`src/rtl/i2a_pkg.sv`:
```
// ----------------------------------------------------------------------------
// i2a_pkg
// Types, constants and the shift-add-3 step shared by the formatter.
// ----------------------------------------------------------------------------
package i2a_pkg;

    localparam int NDIG   = 10;
    localparam int NSTG   = 6;
    localparam int DAB_PER = 8;

    localparam logic [1:0] MODE_SDEC = 2'd0;
    localparam logic [1:0] MODE_UDEC = 2'd1;
    localparam logic [1:0] MODE_LHEX = 2'd2;
    localparam logic [1:0] MODE_UHEX = 2'd3;

    localparam logic [7:0] CH_ZERO  = 8'h30;
    localparam logic [7:0] CH_MINUS = 8'h2d;
    localparam logic [7:0] CH_LA    = 8'h61;
    localparam logic [7:0] CH_UA    = 8'h41;

    typedef struct packed {
        logic [4*NDIG-1:0] digs;
        logic [31:0]       bin;
        logic              neg;
        logic [1:0]        mode;
        logic [3:0]        nd;
    } item_t;

    function automatic item_t dabble8(input item_t it);
        item_t r;
        r = it;
        if (!it.mode[1]) begin
            for (int s = 0; s < DAB_PER; s++) begin
                for (int d = 0; d < NDIG; d++) begin
                    if (r.digs[4*d +: 4] >= 4'd5) begin
                        r.digs[4*d +: 4] = r.digs[4*d +: 4] + 4'd3;
                    end
                end
                {r.digs, r.bin} = {r.digs[4*NDIG-2:0], r.bin, 1'b0};
            end
        end
        return r;
    endfunction

endpackage

```
`src/rtl/integer_to_ascii_formatter_core.sv`:
```
// ----------------------------------------------------------------------------
// integer_to_ascii_formatter_core
// Prints a 32-bit word as signed/unsigned decimal or hex ASCII characters.
//
//   channel | ports                                   | direction
//   s_      | s_valid s_ready s_value s_mode          | in, one number
//   m_      | m_valid m_ready m_char_code m_last      | out, one character
//           | m_char_count                            |
//
// The first character passes every pipeline stage and the output register; a
// number then gives one character per cycle (1 to 11) while m_ready is high,
// set by the single character output register. The six-stage pipeline holds up
// to six numbers. Reset clears all valid bits; m_ready stalls hold full stages.
// ----------------------------------------------------------------------------
module integer_to_ascii_formatter_core (
    input  logic        aclk,
    input  logic        aresetn,
    input  logic        s_valid,
    output logic        s_ready,
    input  logic [31:0] s_value,
    input  logic [1:0]  s_mode,
    output logic        m_valid,
    input  logic        m_ready,
    output logic [7:0]  m_char_code,
    output logic        m_last,
    output logic [3:0]  m_char_count
);
    import i2a_pkg::*;

    logic       p_valid;
    logic       p_ready;
    item_t      p_item;
    item_t      ser_reg;
    logic       ser_vld_reg;
    logic [3:0] pos_reg;
    logic [3:0] pos_next;
    logic [3:0] total;
    logic [3:0] didx;
    logic [3:0] dig;

    i2a_pipe u_pipe (
        .aclk      (aclk),
        .aresetn   (aresetn),
        .in_valid  (s_valid),
        .in_ready  (s_ready),
        .in_value  (s_value),
        .in_mode   (s_mode),
        .out_valid (p_valid),
        .out_ready (p_ready),
        .out_item  (p_item)
    );

    always_comb begin
        total    = ser_reg.nd + {3'd0, ser_reg.neg};
        m_last   = (pos_reg == total - 4'd1);
        didx     = ser_reg.nd - 4'd1 - (pos_reg - {3'd0, ser_reg.neg});
        dig      = ser_reg.digs[4*didx +: 4];
        if (ser_reg.neg && pos_reg == 4'd0) begin
            m_char_code = CH_MINUS;
        end else if (dig <= 4'd9) begin
            m_char_code = CH_ZERO + {4'd0, dig};
        end else if (ser_reg.mode == MODE_LHEX) begin
            m_char_code = CH_LA + {4'd0, dig} - 8'd10;
        end else begin
            m_char_code = CH_UA + {4'd0, dig} - 8'd10;
        end
        m_char_count = m_last ? total : 4'd0;
        m_valid      = ser_vld_reg;
        p_ready      = !ser_vld_reg || (m_ready && m_last);
        pos_next     = pos_reg + 4'd1;
    end

    always_ff @(posedge aclk) begin
        if (p_ready) begin
            ser_reg <= p_item;
        end
        if (!aresetn) begin
            ser_vld_reg <= 1'b0;
            pos_reg     <= '0;
        end else if (p_ready) begin
            ser_vld_reg <= p_valid;
            pos_reg     <= '0;
        end else if (m_ready) begin
            pos_reg <= pos_next;
        end
    end

endmodule

```
`src/rtl/i2a_pipe.sv`:
```
// ----------------------------------------------------------------------------
// i2a_pipe
// Six-stage elastic pipeline: capture, four binary-to-BCD stages, digit count.
// ----------------------------------------------------------------------------
module i2a_pipe (
    input  logic            aclk,
    input  logic            aresetn,
    input  logic            in_valid,
    output logic            in_ready,
    input  logic [31:0]     in_value,
    input  logic [1:0]      in_mode,
    output logic            out_valid,
    input  logic            out_ready,
    output i2a_pkg::item_t  out_item
);
    import i2a_pkg::*;

    item_t             stg_reg [NSTG];
    item_t             stg_next [NSTG];
    logic [NSTG-1:0]   vld_reg;
    logic [NSTG:0]     rdy;
    item_t             cap;

    always_comb begin
        cap      = '0;
        cap.mode = in_mode;
        cap.neg  = (in_mode == MODE_SDEC) && in_value[31];
        if (in_mode[1]) begin
            cap.digs = {8'd0, in_value};
        end else begin
            cap.bin = cap.neg ? (32'd0 - in_value) : in_value;
        end
    end

    always_comb begin
        rdy[NSTG] = out_ready;
        for (int i = NSTG - 1; i >= 0; i--) begin
            rdy[i] = !vld_reg[i] || rdy[i+1];
        end
    end

    always_comb begin
        stg_next[0] = cap;
        for (int i = 1; i < NSTG - 1; i++) begin
            stg_next[i] = dabble8(stg_reg[i-1]);
        end
        stg_next[NSTG-1]    = stg_reg[NSTG-2];
        stg_next[NSTG-1].nd = 4'd1;
        for (int d = 1; d < NDIG; d++) begin
            if (stg_reg[NSTG-2].digs[4*d +: 4] != 4'd0) begin
                stg_next[NSTG-1].nd = 4'(d + 1);
            end
        end
    end

    always_ff @(posedge aclk) begin
        for (int i = 0; i < NSTG; i++) begin
            if (rdy[i]) begin
                stg_reg[i] <= stg_next[i];
            end
        end
        if (!aresetn) begin
            vld_reg <= '0;
        end else begin
            if (rdy[0]) begin
                vld_reg[0] <= in_valid;
            end
            for (int i = 1; i < NSTG; i++) begin
                if (rdy[i]) begin
                    vld_reg[i] <= vld_reg[i-1];
                end
            end
        end
    end

    assign in_ready  = rdy[0];
    assign out_valid = vld_reg[NSTG-1];
    assign out_item  = stg_reg[NSTG-1];

endmodule

```
`config.mk`:
```
export PLATFORM = sky130hd
export DESIGN_NAME = integer_to_ascii_formatter_core
export DESIGN_NICKNAME = d
export VERILOG_FILES = /design/src/rtl/i2a_pkg.sv /design/src/rtl/integer_to_ascii_formatter_core.sv /design/src/rtl/i2a_pipe.sv
export SDC_FILE = /design/constraint.sdc
export NUM_CORES = 2
export LEC_CHECK = 0
export ABC_AREA = 1
export BUFFER_PORTS_ARGS = -buffer_cell sky130_fd_sc_hd__clkbuf_2
export CAP_MARGIN = 25
export CORE_MARGIN = 1.5
export CORE_UTILIZATION = 45
export DETAILED_ROUTE_END_ITERATION = 10
export SLEW_MARGIN = 10
export SYNTH_ARGS = -nofsm -noshare
export SYNTH_HDL_FRONTEND = slang
export SYNTH_SLANG_ARGS = --single-unit
```
`constraint.sdc`:
```
create_clock -name aclk -period 25.5 [get_ports aclk]
set_clock_uncertainty 0.15 [all_clocks]
set_input_delay 2.55 -clock aclk [delete_from_list [all_inputs] [get_ports aclk]]
set_output_delay 2.55 -clock aclk [all_outputs]
set_load 0.05 [all_outputs]
```
==> results.py <==
metrics = {
    "timing": {
        "maxSlewViolCount": 0,
        "fmax_ghz": 0.1034,
        "setup_viol": 0,
        "period_share_pct": 37.91,
        "fin_crit_ns": 9.667,
        "worst_slew_pin_slew_ns": 0.9981,
        "worst_slack_ns": 15.83,
        "slew_headroom_pct": 33.46,
        "finalSetupTns_ns": 0,
        "rsz0062_at_grt": "no",
        "hold_viol": 0,
    },
    "hold_path": {
        "hp-class": "flip-flop to flip-flop",
        "hold_path_depth": 0,
        "min_to": "ser_reg[57]",
        "hp-start": "u_pipe.stg_reg[5][57]",
    },
    "floorplan": {
        "die_x_um": 331.5,
        "die_area_sq_mm": 0.1099,
        "std_cell_rows": 120,
        "io_pins": 53,
        "coreArea_sq_mm": 0.1071,
        "start_util_pct": 45.35,
        "die_h_um": 331.5,
    },
    "setup_path": {
        "worstPathRequired_ns": 22.80,
        "arrival_ns": 6.97,
        "r2r_end": "u_pipe.stg_reg[1][77]",
        "max_stage_delay_ns": 0.75,
        "reg2reg_from": "u_pipe.stg_reg[0][67]",
        "worstSetupPathType": "input pin to primary output",
        "crit_family": "buffers and inverters",
        "crit_slowest_cell": "nand2_4",
        "critical_path_buf_inv_count": 9,
        "crit_path_start_kind": "input pin",
        "cpMostUsedCell": "nor2_1",
        "crit_path_max_fanout": 69,
        "path_cells": "clkbuf_2 -> nand2_1 -> nand2_2 -> buf_4 -> nor2_1 -> inv_2 -> buf_4 -> nor2_1 -> clkinv_1 -> nor2_1 -> inv_2 -> buf_4 -> nor2_1 -> inv_2 -> nor2_1 -> nand2_4 -> clkbuf_2",
        "cp-end-kind": "primary output",
        "r2r_cells": 43,
        "rrSetupSlack_ns": 18.62,
    },
    "finish": {
        "largest_register_ffs": 334,
        "nFillCells": 10710,
        "layout-drive-gt1-share_pct": 14.31,
        "post-route-util_pct": 48.58,
        "design_area_sq_mm": 0.05201,
        "syn_to_final_growth_pct": 7.118,
        "final_common_cell": "nand2_1",
        "nNetsFinal": 7732,
        "regArea_sq_mm": 0.01166,
        "multi_input_area_sq_mm": 0.03229,
        "mostFrequentLayoutCells": "nand2_1, inv_1, nand3_1",
    },
    "clock_tree": {
        "cts-root-buf": "clkbuf_16",
        "cts_tree": "built",
        "cts_made_buffers": 47,
        "cts_setup_buffers": 0,
        "holdBufCountCts": 0,
        "clkTransAtPathRegs_ns": 0.06,
        "h-tree-depth": 2,
        "cts-resized-gates": 0,
        "clockBufferDepth": 3,
        "clk-insertion-delay-late_ns": 0.60,
        "cts_sinks": 392,
    },
    "drt": {
        "antenna_left": 0,
        "avgViaCountPerCell": 5.146,
        "vias": 45410,
        "wl_um": 110000,
        "first_iter_violations": 2124,
        "drt-wirelength-per-cell_um": 12.47,
        "drc": 0,
        "drtPass1Iterations": 6,
    },
    "placement": {
        "place_area_sq_mm": 0.05040,
        "pre_cts_ws_ns": 15.73,
        "gp_congestion": 0.8597,
        "hpwl_um": 90400,
        "io_buffers": 51,
    },
    "grt": {
        "grt_max_degree": 82,
        "grt_pass1_vias": 41400,
        "globalRouteTotalUtil_pct": 19.64,
        "overflow": 0,
        "grt_pass1_wl_um": 186900,
        "antenna_found_initial": 1,
    },
    "synthesis": {
        "syn_inst": 7327,
        "yosysWarnings": 0,
        "synth-seq-cells": 392,
        "ys_types": 57,
        "synth_enable_flop_cells": 381,
        "synth_async_sr_flop_share_pct": 0,
        "synthFlopType": "edfxtp_1",
        "ys_seq_area_share_pct": 24.02,
        "synth.avg_cell_area_sq_um": 6.627,
        "syn-num-nets": 7674,
        "syn_area_sq_mm": 0.04855,
    },
    "job": {
        "maxCapViolCount": 0,
    },
    "status": {
        "status": "complete, no violations",
    },
}
==> cells in the mapped netlist (all sizes together), types with 3 or more instances <==
master	count	area share (%)
nor4	9	0.12
a21oi	118	1.2
a31oi	6	0.077
clkbuf	45	0.43
ha	307	7.9
nand4	413	5.3
o22ai	42	0.54
or2	6	0.077
edfxtp	381	24
dfxtp	11	0.45
mux2i	3	0.062
o21ai	313	4.1
nor3	29	0.30
nand3b	51	0.79
xor2	47	1.0
nor2	143	1.1
nand3	1016	13
nand2	2859	25
a22oi	3	0.046
inv	1147	8.9
buf	11	0.12
o21a	3	0.046
and2	142	1.9
o21bai	31	0.48
o32ai	8	0.14
xnor2	12	0.28
a21o	90	1.4
clkinv	4	0.031
o211ai	35	0.54
a31o	30	0.54
==> worst max-delay path by stage <==
stage / slack [ns] / to / start / cells after the start
after global placement: 15.71 / s_ready / m_ready / 17
after CTS: 15.71 / s_ready / m_ready / 17
after global routing: 15.28 / s_ready / ser_reg[6] / 23
after floorplan: 12.56 / s_ready / m_ready / 12
after detailed placement: 15.73 / s_ready / m_ready / 17
final: 15.83 / s_ready / m_ready / 17
==> metrics by stage <==
stage / hold WS, ns / instances
after CTS: 0.2538 / 8824
after detailed placement: 0.2545 / 8739
after global placement: 0.2509 / 8739
after floorplan: 0.2503 / 7327
after global routing: 0.2721 / 8825
final: 0.2647 / 8825
==> worst reg2reg max path: cells and delay by family, from the launching register on <==
| family | cells | cell delay, ns |
|---|---|---|
| DFF | 1 | 0.46 |
| adders and majority gates | 9 | 1.72 |
| AOI/OAI and AO/OA | 7 | 1.33 |
| xor gates and xnor gates | 3 | 0.71 |
| buffers and inverters | 8 | 0.57 |
| and+or+nand+nor | 16 | 1.70 |
==> routing by layer <==
| metal | vias up | track usage (%) | share of wire (%) |
|---|---|---|---|
| li1 | 24520 | - | - |
| met1 | 20270 | 25.34 | 48 |
| met2 | 508 | 35.54 | 48 |
| met3 | 111 | 1.748 | 2.9 |
| met4 | 0 | 4.000 | 1.9 |
| met5 | - | 0 | 0 |
==> area by class of cell <==
cell class | instances | area share (%)
tap | 1403 | 3.375
timing repair buffer | 67 | 0.7217
antenna | 1 | 0.004812
multi-input combinational | 5726 | 62.09
inverter | 1151 | 8.307
sequential | 392 | 22.42
clock inverter | 33 | 0.7410
clock buffer | 52 | 2.338
==> kinds of logic after synthesis <==
| family | Yosys count | share of synthesized area, % |
|---|---|---|
| and+or+nand+nor | 4672 | 47.91 |
| buffers and inverters | 1209 | 9.494 |
| AOI/OAI and AO/OA | 682 | 9.200 |
| DFF | 392 | 24.02 |
| adders and majority gates | 309 | 7.994 |
| xor gates and xnor gates | 59 | 1.319 |
| muxes | 3 | 0.06185 |
| other | 1 | 0.007724 |
Power is left out: the tool's default activity adds up to more than one toggle a clock period on the data nets, which glitch-free logic cannot reach.
